### src/fbpa_pkg.sv
// Package for the fixed block pool allocator: word types, codes, reset values
// and the command and status structs between controller and datapath.
// Depends on nothing; every other file imports it.
`timescale 1ns / 1ps

package fbpa_pkg;

    localparam int ADDR_W         = 32;
    localparam int SIZE_W         = 16;
    localparam int BCNT_W         = 7;
    localparam int USED_W         = 7;
    localparam int CFG_IDX_W      = 2;
    localparam int CFG_DATA_W     = 32;
    localparam int SCAN_W         = 8;
    localparam int MAX_BLOCKS_DEF = 64;

    localparam logic [ADDR_W-1:0] BASE_ADDR_RST   = 32'd4096;
    localparam logic [SIZE_W-1:0] BLOCK_SIZE_RST  = 16'd64;
    localparam logic [BCNT_W-1:0] BLOCK_COUNT_RST = 7'd64;

    // Configuration register indexes.
    localparam logic [CFG_IDX_W-1:0] CFG_BASE_ADDR   = 2'd0;
    localparam logic [CFG_IDX_W-1:0] CFG_BLOCK_SIZE  = 2'd1;
    localparam logic [CFG_IDX_W-1:0] CFG_BLOCK_COUNT = 2'd2;

    typedef enum logic [1:0] {
        REQ_ALLOC = 2'd0,
        REQ_FREE  = 2'd1,
        REQ_CLEAR = 2'd2,
        REQ_NONE  = 2'd3
    } t_req_type;

    typedef enum logic [1:0] {
        ST_OK        = 2'd0,
        ST_INVALID   = 2'd1,
        ST_NOT_ALLOC = 2'd2,
        ST_EXHAUSTED = 2'd3
    } t_status;

    typedef struct packed {
        t_req_type         req_type;
        logic [ADDR_W-1:0] address;
    } t_req;

    typedef struct packed {
        t_status           status;
        logic [ADDR_W-1:0] block_address;
        logic [USED_W-1:0] used_count;
    } t_result;

    typedef enum logic [3:0] {
        S_IDLE,
        S_SCAN,
        S_MUL,
        S_GRANT,
        S_BOUND,
        S_CHECK,
        S_DIV,
        S_RELEASE,
        S_CLEAR,
        S_NOP
    } t_state;

    // Commands from the controller to the datapath.
    typedef struct packed {
        logic    load;
        logic    scan;
        logic    mul_idx;
        logic    mul_cnt;
        logic    grant;
        logic    div_start;
        logic    release_blk;
        logic    clear;
        logic    finish;
        t_status status;
    } t_cmd;

    // Status from the datapath back to the controller.
    typedef struct packed {
        logic scan_hit;
        logic scan_last;
        logic addr_bad;
        logic div_done;
        logic slot_used;
    } t_dp_stat;

endpackage

### src/fbpa_div.sv
// Restoring divider for the free path: 32-bit dividend by 16-bit divisor,
// one quotient bit per cycle. Depends on fbpa_pkg for the widths.
`timescale 1ns / 1ps

module fbpa_div (
    input  logic                        i_clk,
    input  logic                        i_rst_n,
    input  logic                        i_start,
    input  logic [fbpa_pkg::ADDR_W-1:0] i_dividend,
    input  logic [fbpa_pkg::SIZE_W-1:0] i_divisor,
    output logic                        o_done,
    output logic [fbpa_pkg::ADDR_W-1:0] o_quotient
);
    import fbpa_pkg::*;

    localparam int STEP_W = $clog2(ADDR_W);

    logic [SIZE_W:0]     r_rem, n_rem;
    logic [ADDR_W-1:0]   r_quo, n_quo;
    logic [SIZE_W-1:0]   r_dvs;
    logic [STEP_W-1:0]   r_step;
    logic                r_run;
    logic                r_done;
    logic [SIZE_W:0]     trial;

    // Shift in the next dividend bit and subtract when the divisor fits.
    always_comb begin
        trial = {r_rem[SIZE_W-1:0], r_quo[ADDR_W-1]};
        if (trial >= {1'b0, r_dvs}) begin
            n_rem = trial - {1'b0, r_dvs};
            n_quo = {r_quo[ADDR_W-2:0], 1'b1};
        end else begin
            n_rem = trial;
            n_quo = {r_quo[ADDR_W-2:0], 1'b0};
        end
    end

    always_ff @(posedge i_clk) begin
        if (!i_rst_n) begin
            r_run  <= 1'b0;
            r_done <= 1'b0;
            r_step <= '0;
        end else begin
            r_done <= 1'b0;
            if (i_start) begin
                r_run  <= 1'b1;
                r_step <= '0;
            end else if (r_run) begin
                r_step <= r_step + 1'b1;
                if (r_step == STEP_W'(ADDR_W - 1)) begin
                    r_run  <= 1'b0;
                    r_done <= 1'b1;
                end
            end
        end
    end

    always_ff @(posedge i_clk) begin
        if (i_start) begin
            r_rem <= '0;
            r_quo <= i_dividend;
            r_dvs <= i_divisor;
        end else if (r_run) begin
            r_rem <= n_rem;
            r_quo <= n_quo;
        end
    end

    assign o_done     = r_done;
    assign o_quotient = r_quo;

endmodule

### src/fbpa_ctrl.sv
// Controller state machine of the block pool allocator: sequences allocate,
// free and clear requests through the datapath. Depends on fbpa_pkg.
`timescale 1ns / 1ps

module fbpa_ctrl (
    input  logic                i_clk,
    input  logic                i_rst_n,
    input  logic                i_start,
    input  fbpa_pkg::t_req_type i_req_type,
    input  fbpa_pkg::t_dp_stat  i_stat,
    output logic                o_busy,
    output fbpa_pkg::t_cmd      o_cmd
);
    import fbpa_pkg::*;

    t_state r_state, n_state;

    always_ff @(posedge i_clk) begin
        if (!i_rst_n) begin
            r_state <= S_IDLE;
        end else begin
            r_state <= n_state;
        end
    end

    always_comb begin
        n_state      = r_state;
        o_cmd        = '0;
        o_cmd.status = ST_OK;
        o_busy       = (r_state != S_IDLE);
        unique case (r_state)
            S_IDLE: begin
                if (i_start) begin
                    o_cmd.load = 1'b1;
                    unique case (i_req_type)
                        REQ_ALLOC: n_state = S_SCAN;
                        REQ_FREE:  n_state = S_BOUND;
                        REQ_CLEAR: n_state = S_CLEAR;
                        default:   n_state = S_NOP;
                    endcase
                end
            end
            S_SCAN: begin
                o_cmd.scan = 1'b1;
                if (i_stat.scan_hit) begin
                    n_state = S_MUL;
                end else if (i_stat.scan_last) begin
                    o_cmd.finish = 1'b1;
                    o_cmd.status = ST_EXHAUSTED;
                    n_state      = S_IDLE;
                end
            end
            S_MUL: begin
                o_cmd.mul_idx = 1'b1;
                n_state       = S_GRANT;
            end
            S_GRANT: begin
                o_cmd.grant  = 1'b1;
                o_cmd.finish = 1'b1;
                n_state      = S_IDLE;
            end
            S_BOUND: begin
                o_cmd.mul_cnt = 1'b1;
                n_state       = S_CHECK;
            end
            S_CHECK: begin
                if (i_stat.addr_bad) begin
                    o_cmd.finish = 1'b1;
                    o_cmd.status = ST_INVALID;
                    n_state      = S_IDLE;
                end else begin
                    o_cmd.div_start = 1'b1;
                    n_state         = S_DIV;
                end
            end
            S_DIV: begin
                if (i_stat.div_done) begin
                    n_state = S_RELEASE;
                end
            end
            S_RELEASE: begin
                o_cmd.finish = 1'b1;
                if (i_stat.slot_used) begin
                    o_cmd.release_blk = 1'b1;
                end else begin
                    o_cmd.status = ST_NOT_ALLOC;
                end
                n_state = S_IDLE;
            end
            S_CLEAR: begin
                o_cmd.clear  = 1'b1;
                o_cmd.finish = 1'b1;
                n_state      = S_IDLE;
            end
            S_NOP: begin
                o_cmd.finish = 1'b1;
                n_state      = S_IDLE;
            end
            default: begin
                n_state = S_IDLE;
            end
        endcase
    end

endmodule

### src/fbpa_dpath.sv
// Datapath of the block pool allocator: configuration registers, in-use map,
// used count, free-block scan, multiplier, bound check and result register.
// Depends on fbpa_pkg and instantiates fbpa_div.
`timescale 1ns / 1ps

module fbpa_dpath #(
    parameter int MAX_BLOCKS = fbpa_pkg::MAX_BLOCKS_DEF
) (
    input  logic                            i_clk,
    input  logic                            i_rst_n,
    input  logic                            i_cfg_we,
    input  logic [fbpa_pkg::CFG_IDX_W-1:0]  i_cfg_index,
    input  logic [fbpa_pkg::CFG_DATA_W-1:0] i_cfg_wdata,
    input  fbpa_pkg::t_req                  i_req,
    input  fbpa_pkg::t_cmd                  i_cmd,
    output fbpa_pkg::t_dp_stat              o_stat,
    output fbpa_pkg::t_result               o_result,
    output logic                            o_result_valid
);
    import fbpa_pkg::*;

    localparam int CNT_W  = $clog2(MAX_BLOCKS + 1);
    localparam int IDX_W  = (MAX_BLOCKS > 1) ? $clog2(MAX_BLOCKS) : 1;
    localparam int NCHUNK = (MAX_BLOCKS + SCAN_W - 1) / SCAN_W;
    localparam int CH_W   = (NCHUNK > 1) ? $clog2(NCHUNK) : 1;
    localparam int SEL_W  = $clog2(SCAN_W);
    localparam int PAD_W  = NCHUNK * SCAN_W;
    localparam int PROD_W = SIZE_W + CNT_W;

    // Configuration.
    logic [ADDR_W-1:0] r_base;
    logic [SIZE_W-1:0] r_bsize;
    logic [BCNT_W-1:0] r_bcount;

    // Pool state.
    logic [MAX_BLOCKS-1:0] r_map;
    logic [CNT_W-1:0]      r_used;

    // Working registers of one request.
    logic [ADDR_W-1:0] r_addr;
    logic [CH_W-1:0]   r_chunk;
    logic [IDX_W-1:0]  r_idx;
    logic [PROD_W-1:0] r_prod;

    // Result register.
    t_status           r_res_status;
    logic [ADDR_W-1:0] r_res_addr;
    logic              r_valid;

    logic [CNT_W-1:0]      n_act;
    logic [PAD_W-1:0]      map_pad;
    logic [SCAN_W-1:0]     chunk_bits;
    logic [SCAN_W-1:0]     free_mask;
    logic                  hit;
    logic [SEL_W-1:0]      hit_sel;
    logic [CNT_W-1:0]      mul_a;
    logic [ADDR_W:0]       end_addr;
    logic [ADDR_W-1:0]     granted;
    logic                  div_done;
    logic [ADDR_W-1:0]     quotient;
    logic [IDX_W-1:0]      free_idx;

    // Block count above the built maximum acts as the maximum.
    assign n_act = (32'(r_bcount) > 32'(MAX_BLOCKS)) ? CNT_W'(MAX_BLOCKS)
                                                      : CNT_W'(r_bcount);

    // Scan one chunk of the map per cycle; blocks past the active count
    // are masked so they are never granted.
    assign map_pad    = PAD_W'(r_map);
    assign chunk_bits = map_pad[r_chunk * SCAN_W +: SCAN_W];

    always_comb begin
        logic [CH_W+SEL_W-1:0] pos;
        hit     = 1'b0;
        hit_sel = '0;
        for (int j = 0; j < SCAN_W; j++) begin
            pos          = {r_chunk, SEL_W'(j)};
            free_mask[j] = !chunk_bits[j] && (32'(pos) < 32'(n_act));
        end
        for (int j = SCAN_W - 1; j >= 0; j--) begin
            if (free_mask[j]) begin
                hit     = 1'b1;
                hit_sel = SEL_W'(j);
            end
        end
    end

    assign mul_a    = i_cmd.mul_cnt ? n_act : CNT_W'(r_idx);
    assign end_addr = {1'b0, r_base} + (ADDR_W + 1)'(r_prod);
    assign granted  = r_base + ADDR_W'(r_prod);
    assign free_idx = quotient[IDX_W-1:0];

    assign o_stat.scan_hit  = hit;
    assign o_stat.scan_last = (r_chunk == CH_W'(NCHUNK - 1));
    assign o_stat.addr_bad  = (r_addr == '0) || (r_addr < r_base)
                           || ({1'b0, r_addr} >= end_addr) || (r_bsize == '0);
    assign o_stat.div_done  = div_done;
    assign o_stat.slot_used = r_map[free_idx];

    fbpa_div u_div (
        .i_clk      (i_clk),
        .i_rst_n    (i_rst_n),
        .i_start    (i_cmd.div_start),
        .i_dividend (r_addr - r_base),
        .i_divisor  (r_bsize),
        .o_done     (div_done),
        .o_quotient (quotient)
    );

    always_ff @(posedge i_clk) begin
        if (!i_rst_n) begin
            r_base   <= BASE_ADDR_RST;
            r_bsize  <= BLOCK_SIZE_RST;
            r_bcount <= BLOCK_COUNT_RST;
        end else if (i_cfg_we) begin
            unique case (i_cfg_index)
                CFG_BASE_ADDR:   r_base   <= i_cfg_wdata[ADDR_W-1:0];
                CFG_BLOCK_SIZE:  r_bsize  <= i_cfg_wdata[SIZE_W-1:0];
                CFG_BLOCK_COUNT: r_bcount <= i_cfg_wdata[BCNT_W-1:0];
                default: ;
            endcase
        end
    end

    always_ff @(posedge i_clk) begin
        if (!i_rst_n) begin
            r_map   <= '0;
            r_used  <= '0;
            r_chunk <= '0;
            r_valid <= 1'b0;
        end else begin
            r_valid <= i_cmd.finish;
            if (i_cmd.load) begin
                r_chunk <= '0;
            end else if (i_cmd.scan) begin
                r_chunk <= r_chunk + 1'b1;
            end
            if (i_cmd.clear) begin
                r_map  <= '0;
                r_used <= '0;
            end else if (i_cmd.grant) begin
                r_map[r_idx] <= 1'b1;
                r_used       <= r_used + 1'b1;
            end else if (i_cmd.release_blk) begin
                r_map[free_idx] <= 1'b0;
                r_used          <= r_used - 1'b1;
            end
        end
    end

    always_ff @(posedge i_clk) begin
        if (i_cmd.load) begin
            r_addr <= i_req.address;
        end
        if (i_cmd.scan && hit) begin
            r_idx <= IDX_W'({r_chunk, hit_sel});
        end
        if (i_cmd.mul_idx || i_cmd.mul_cnt) begin
            r_prod <= PROD_W'(r_bsize * mul_a);
        end
        if (i_cmd.finish) begin
            r_res_status <= i_cmd.status;
            r_res_addr   <= i_cmd.grant ? granted : '0;
        end
    end

    assign o_result.status        = r_res_status;
    assign o_result.block_address = r_res_addr;
    assign o_result.used_count    = USED_W'(r_used);
    assign o_result_valid         = r_valid;

endmodule

### src/fixed_block_pool_allocator.sv
// Top level of the fixed block pool allocator: joins the controller and the
// datapath. Depends on fbpa_pkg, fbpa_ctrl, fbpa_dpath and fbpa_div.
`timescale 1ns / 1ps

// The allocator handles one request word at a time. A request is taken at a
// rising edge where start is high and busy is low, and busy stays high until
// the request is finished. Its result word appears on o_result for exactly one
// cycle with o_result_valid high; the receiver cannot stall it, so it must
// capture the word in that cycle. The result is shown in the first cycle in
// which busy is low again, so a new request may be issued in that same cycle.
// An allocate scans the in-use map eight blocks per cycle and then forms the
// granted address with one multiply and one add. A free computes the pool end,
// checks the bounds and then runs a one-bit-per-cycle 32-bit divide for the
// block index; an out-of-range address finishes at the bound check without a
// divide. A clear and a request of the unused type finish from their own state.
// Configuration registers are written through i_cfg_we, i_cfg_index and
// i_cfg_wdata at any edge where the write enable is high, and must only be
// written while the block is idle. Writes do not touch the map or the count.

module fixed_block_pool_allocator #(
    parameter int MAX_BLOCKS = fbpa_pkg::MAX_BLOCKS_DEF
) (
    input  logic                            i_clk,
    input  logic                            i_rst_n,
    input  logic                            start,
    output logic                            busy,
    input  fbpa_pkg::t_req                  i_req,
    output fbpa_pkg::t_result               o_result,
    output logic                            o_result_valid,
    input  logic                            i_cfg_we,
    input  logic [fbpa_pkg::CFG_IDX_W-1:0]  i_cfg_index,
    input  logic [fbpa_pkg::CFG_DATA_W-1:0] i_cfg_wdata
);
    import fbpa_pkg::*;

    t_cmd     cmd;
    t_dp_stat stat;

    // The controller only sequences; all state of the pool is in the datapath.
    fbpa_ctrl u_ctrl (
        .i_clk      (i_clk),
        .i_rst_n    (i_rst_n),
        .i_start    (start),
        .i_req_type (i_req.req_type),
        .i_stat     (stat),
        .o_busy     (busy),
        .o_cmd      (cmd)
    );

    fbpa_dpath #(
        .MAX_BLOCKS (MAX_BLOCKS)
    ) u_dpath (
        .i_clk          (i_clk),
        .i_rst_n        (i_rst_n),
        .i_cfg_we       (i_cfg_we),
        .i_cfg_index    (i_cfg_index),
        .i_cfg_wdata    (i_cfg_wdata),
        .i_req          (i_req),
        .i_cmd          (cmd),
        .o_stat         (stat),
        .o_result       (o_result),
        .o_result_valid (o_result_valid)
    );

endmodule

### config.mk
export PLATFORM = sky130hd
export DESIGN_NAME = fixed_block_pool_allocator
export DESIGN_NICKNAME = d
export VERILOG_FILES = /design/src/fbpa_pkg.sv /design/src/fbpa_div.sv /design/src/fbpa_ctrl.sv /design/src/fbpa_dpath.sv /design/src/fixed_block_pool_allocator.sv
export SDC_FILE = /design/constraint.sdc
export NUM_CORES = 1
export LEC_CHECK = 0
export ABC_AREA = 1
export BUFFER_PORTS_ARGS = -buffer_cell sky130_fd_sc_hd__buf_2
export CAP_MARGIN = 20
export CORE_UTILIZATION = 50
export CTS_BUF_LIST = sky130_fd_sc_hd__clkbuf_16
export DETAILED_ROUTE_END_ITERATION = 12
export PLACE_DENSITY = 0.71
export SLEW_MARGIN = 10
export SYNTH_ARGS = -nofsm -noshare
export SYNTH_HDL_FRONTEND = slang
export SYNTH_SLANG_ARGS = --single-unit
### constraint.sdc
create_clock -name i_clk -period 7.5 [get_ports i_clk]
set_input_delay 0.375 -clock i_clk [delete_from_list [all_inputs] [get_ports i_clk]]
set_output_delay 0.375 -clock i_clk [all_outputs]
set_load 0.05 [all_outputs]
## Word level (Yosys, flattened, before mapping)

Index checks and enable logic that the tools add are counted.

| storage, ports and cells | value |
|---|---|
| flip-flop bits (word level) | 300 |
| input port bits | 72 |

| cells by class | value |
|---|---|
| add/sub/neg operators | 8 |
| multiply operators | 1 |
| order comparisons | 16 |
| equality and inequality tests | 18 |
| shift-type cells | 1 |
| mux-type cells | 59 |
| bitwise gates (word level) | 5 |
| reduce and logical (&&, ||, !) cells | 42 |

Operators with widths:

| kind | count |
|---|---|
| 64-bit 2-to-1 mux | 2 |
| 64-bit AND | 1 |
| 32-bit 2-to-1 mux | 2 |
| 64-bit inverter | 1 |
| 64-bit bitwise OR | 1 |
| 64-bit by 7-bit variable part select with 8-bit output | 1 |
| 6-bit by 7-bit < comparator with 1-bit output | 8 |
| 32-bit by 23-bit adder with 33-bit output | 1 |
| 32-bit by 33-bit >= comparator with 1-bit output | 1 |
| 32-bit by 23-bit adder with 32-bit output | 1 |
| 32-bit logical NOT | 1 |
| 32-bit < comparator | 1 |
| 32-bit subtractor | 1 |
| 1-bit 2-to-1 mux | 28 |
| 7-bit 2-to-1 mux | 4 |
| 3-bit 2-to-1 mux | 8 |
| 4-bit case mux with 6 select lines | 1 |
| 16-bit by 7-bit multiplier with 23-bit output | 1 |
| 17-bit by 16-bit >= comparator with 1-bit output | 1 |
| 4-bit by 3-bit == test with 1-bit output, second input constant | 4 |
| 16-bit logical NOT | 1 |
| 16-bit 2-to-1 mux | 1 |
| 4-bit 2-to-1 mux | 4 |
| 16-bit subtractor | 1 |
| 36 further kinds | 74 |

## Logic depth before layout (Yosys ltp)

| depth | value |
|---|---|
| depth in word-level cells | 14 |
| mapped depth | 33 |

## Hierarchy

A second synthesis with hierarchy kept.

| unflattened totals | value |
|---|---|
| cells, all modules | 2,863 |
| area total of the unflattened synthesis | 22,107.5 um^2 |

Modules (own cells, without submodules):

| module | instances | cells an instance | area an instance (um^2) |
|---|---|---|---|
| fbpa_dpath | 1 | 2,287 | 17,609.4 |
| fbpa_div | 1 | 509 | 4,080.2 |
| fbpa_ctrl | 1 | 67 | 417.9 |

## Worst setup path after synthesis

No wires, ideal clock.

| timing path | value |
|---|---|
| kind | reg2reg |
| from | register u_ctrl.r_state[2] |
| to | register u_dpath.r_prod[20], data pin |
| setup time | 0.252 ns |
| arrival | 5.438 ns |
| data required time | 7.248 ns |
| slack | 1.810 ns |
| stages on the path, launching flop included | 31 |
| path buffers | 2 |
| period minus slack after synthesis | 5.690 ns |
| cells stage by stage | dfxtp_1 > inv_1 > nor2_1 > inv_1 > nor2_1 > clkbuf_1 > nand2_1 > o21ai_0 > clkbuf_1 > nor2_1 > fa_1 > fa_1 > fa_1 > inv_1 > fa_1 > inv_1 > ha_1 > nand2_1 > inv_1 > nand2_1 > nand2_1 > nor2_1 > o21ai_1 > a21boi_0 > o21ai_1 > a21boi_0 > o21ai_1 > nand2_1 > nand2_1 > nand2_1 > nand2_1 |

| on the way | value |
|---|---|
| word-level cells in the longest chain between the ends | 4 |

RTL lines:

| what | RTL line | text |
|---|---|---|
| start: declaration | fbpa_ctrl.sv:16 | `t_state r_state, n_state;` |
| start signal: assignment | fbpa_ctrl.sv:22 | `r_state <= n_state;` |
| 4-bit by 3-bit == test with 1-bit output | fbpa_ctrl.sv:31 | `unique case (r_state)` |
| 1-bit 2-to-1 mux | fbpa_ctrl.sv:31 |  |
| 7-bit 2-to-1 mux | fbpa_dpath.sv:88 | `assign mul_a = i_cmd.mul_cnt ? n_act : CNT_W'(r_idx);` |
| 16-bit by 7-bit multiplier with 23-bit output | fbpa_dpath.sv:159 | `r_prod <= PROD_W'(r_bsize * mul_a);` |
| end signal: assignment | fbpa_dpath.sv:159 |  |
| end: declaration | fbpa_dpath.sv:43 | `logic [PROD_W-1:0] r_prod;` |

No other way between the ends.
A chain may end at the register's enable or synchronous reset.

## Worst setup path in the final report

Ends and elaborated chain as after synthesis.

==> metrics.md <==
| Metric | Value |
|---|---|
| Clk_lat worst skew | 0.58 ns |
| Initial Utilization | 50.6% |
| Max-slew headroom | 21.4% |
| LEAKAGE | 0.0107 µW |
| Outcome | finished, final reports clean |
| Syn_nets | 3,041 |
| Final Skew | 0.0251 ns |
| Gpl congestion | 1.00 |
| Die span in y | 208 µm |
| CTS tree | built |
| Crit end category | register |
| Synth area leaders | edfxtp_1 (20%), dfxtp_1 (15%), ha_1 (9.4%), nand2_1 (8.6%), inv_1 (7.4%) |
| R2r endpoint | u_dpath.r_prod[20]$_DFFE_PN_ |
| Largest fanout on the critical path | 13 |
| Fmax | 160 MHz |
| Number of max-cap violations | 0 |
| WP data arrival | 6.59 ns |
| M1 WL | 26,900 µm |
| Share of the synthesized area in the top cell type | 20.2% |
| Initial antenna violation count | 4 |
| Seq/Total Area, Yosys | 35.0% |
| Most common cell in the netlist | nand2_1 |
| Worst endpoint required time | 7.84 ns |
| First-pass GRT wire length | 100,000 µm |
| Port bufs | 114 |
| Post-route insts no fill | 3,432 |
| Clock-pin transition on the worst setup and hold timing paths | 0.06 ns |
| DR WL met2 | 29,400 µm |
| Die ar. | 43,300 µm² |
| Layout Area Growth over Synthesis | 12.0% |
| Clock H-tree levels | 2 |
| WHS Path Cells | 1 |
| GRT Overall Usage | 29.5% |
| Clock Path Buffers | 3 |
| Root buf cell | clkbuf_16 |
| Reg2Reg Setup Slack | 1.25 ns |
| R2r startpoint | u_ctrl.r_state[2]$_SDFFE_PN0P_ |
| Worst path slowest cell | fa_1 |
| Initial drt markers | 2,048 |
| Type of the tightest min-delay check | in2reg |
| Asr flop ratio synth | 0% |
| Met3 Wirelength | 5050 µm |
| Placeable Area | 41,900 µm² |
| Placed insts | 3,332 |
| Detail Route Antenna Nets | 0 |
| EDFF count, synth | 143 |
| R2R cell count | 30 |
| Power density cells | 245 nW/µm² |
| Number of setup buffers added after CTS | 0 |
| Share of cells above drive strength 1 | 7.85% |
| Slowest stage delay, CP | 0.54 ns |
| Post-Route WL | 64,300 µm |
| RSZ-0062 raised after global routing | no |
| Mapped Area | 21,200 µm² |
| Hold EP | u_dpath.r_addr[7]$_DFFE_PP_ |
| Netlist cell types | 54 |
| Via Count | 19,500 |
| Mapped Avg Cell Area | 7.76 µm² |
| Final hold vios | 0 |
| DRT Pass-1 Iters | 6 |
| Largest net degree at the start of global routing | 84 |
| Top Ports | 115 |
| Setup TNS | 0 ns |
| Fin crit period | 6.25 ns |
| Worst slew pin tran | 1.17 ns |
| Die width | 208 µm |
| Via/cell ratio | 5.69 |
| Warnings, synthesis | 0 |
| Post-cts sizing count | 0 |
| Max-slew violations | 0 |
| Worst setup path category | reg2reg |
| #FFs+latches synth | 300 |
| Cts bufs inserted | 37 |
| CTS sink count | 300 |
| Vias in the first global route | 18,400 |
| DR DRC count | 0 |
| Commonest cells post-synth | nand2_1 (487), inv_1 (421), a21oi_1 (289) |
| Peak supply drop | 0.000158 V |
| Launching element type of the critical path | register |
| Synth area leader | edfxtp_1 |
| Syn Inst Count | 2,736 |
| Nets | 3,166 |
| Average routed wire per standard cell | 18.7 µm |
| Grt total ovfl | 0 |
| Fin crit share | 83.4% |
| Row count | 75 |
| Main synth FF type | dfxtp_1 |
| HPWL Detailed | 48,700 µm |
| Final setup viols | 0 |
| Fillers | 3,898 |
| Worst hold path startpoint | i_req[7] |
| Max Used Layer | met4 |
| Post-CTS Hold Buffers | 25 |
[area by class of cell]
class	instances	area [µm²]	area share [%]
well taps	539	674	2.84
diodes	3	7.51	0.0316
multi-input cells	1922	11800	49.6
clock buffers	38	951	4.00
flip-flops and latches	300	7440	31.3
clock inverters	30	219	0.921
inverters	431	1620	6.82
repair buffers	169	1060	4.48
[per-stage QoR]
stage               power [µW]  hold WS (ns)  utilization, %  worst slack [ns]  area (µm²)
floorplan                 3530         0.430               -              1.81       21200
global placement          3990         0.452            53.1              1.38       22300
detailed placement        4050         0.454            53.2              1.27       22300
CTS                       5820       0.00236            56.5              1.26       23700
global route              6170       0.00365            56.6             0.703       23800
finish                    5820        0.0229            56.6              1.25       23800
[registers in the layout, summed over array words and instances, names as in the netlist]
name and flops:
u_dpath.map_pad 64, u_dpath.r_addr 32, u_dpath.r_base 32, u_dpath.r_res_addr 32
u_dpath.u_div.o_quotient 32, u_dpath.r_prod 23, u_dpath.r_bsize 16, u_dpath.u_div.r_dvs 16
u_dpath.u_div.r_rem 16, u_dpath.r_bcount 7, u_dpath.r_used 7, u_dpath.r_idx 6
u_dpath.u_div.r_step 5, u_ctrl.r_state 4, u_dpath.r_chunk 3, u_dpath.r_res_status 2
u_dpath.o_result_valid 1, u_dpath.u_div.o_done 1, u_dpath.u_div.r_run 1
[placed cells by master, fill, tap and decap left out, drive strengths merged, types with 3 or more instances in the layout]
master and n:
nand3 147, xnor2 44, a21o 9, nand2 489, nor2 241, buf 141
o22ai 14, o2111ai 7, nor3 40, clkinvlp 4, a31oi 13, nor4 22
a21oi 289, diode 3, clkinv 16, o31ai 4, fa 73, a22oi 12
clkbuf 38, inv 439, dfxtp 157, xor2 50, dlygate4sd3 28, o211ai 13
nand3b 4, o21bai 8, edfxtp 143, a211oi 5, or2 6, ha 160
nand4 25, a21boi 9, o21ai 218, o21a 8
[worst max path at each step]
stage,from,endpoint,slack [ns],cells past startpoint
2_1_floorplan,u_ctrl.r_state[2]$_SDFFE_PN0P_,u_dpath.r_prod[20]$_DFFE_PN_,1.81,30
3_3_place_gp,u_ctrl.r_state[2]$_SDFFE_PN0P_,u_dpath.r_prod[20]$_DFFE_PN_,1.38,30
3_5_place_dp,u_ctrl.r_state[2]$_SDFFE_PN0P_,u_dpath.r_prod[20]$_DFFE_PN_,1.27,30
4_1_cts,u_ctrl.r_state[2]$_SDFFE_PN0P_,u_dpath.r_prod[20]$_DFFE_PN_,1.26,30
5_1_grt,u_ctrl.r_state[2]$_SDFFE_PN0P_,u_dpath.r_prod[20]$_DFFE_PN_,0.70,28
6_report,u_ctrl.r_state[2]$_SDFFE_PN0P_,u_dpath.r_prod[20]$_DFFE_PN_,1.25,30
[where the power goes]
| group | internal [µW] | total, µW | switching (µW) |
|---|---|---|---|
| combinational | 695 | 2020 | 1330 |
| clock | 997 | 1750 | 754 |
| sequential | 1920 | 2050 | 131 |
[kinds of logic after synthesis]
group | Yosys count | share of synthesized area [%]
flip-flops | 300 | 35.0
adder cells (fa/ha/maj) | 233 | 16.3
AO/OA/AOI/OAI | 615 | 15.7
XOR/XNOR | 94 | 3.88
AND/OR/NAND/NOR | 980 | 19.6
buffers and inverters | 514 | 9.45
[metal layers]
layer	GRT usage, %	up-vias
met3	5.10	174
met1	38.9	9234
li1	-	9329
met2	47.2	802
met5	0	-
met4	13.8	0
[critical path, delay by kind of cell (launching register included)]
kind            cells  cell delay, ns
compound gates      5            1.05
fa+ha+maj           5            2.36
flops               1            0.34
buf+inv             8            0.87
simple gates       12            1.41
Note: power is estimated with default switching activity, not from simulation.
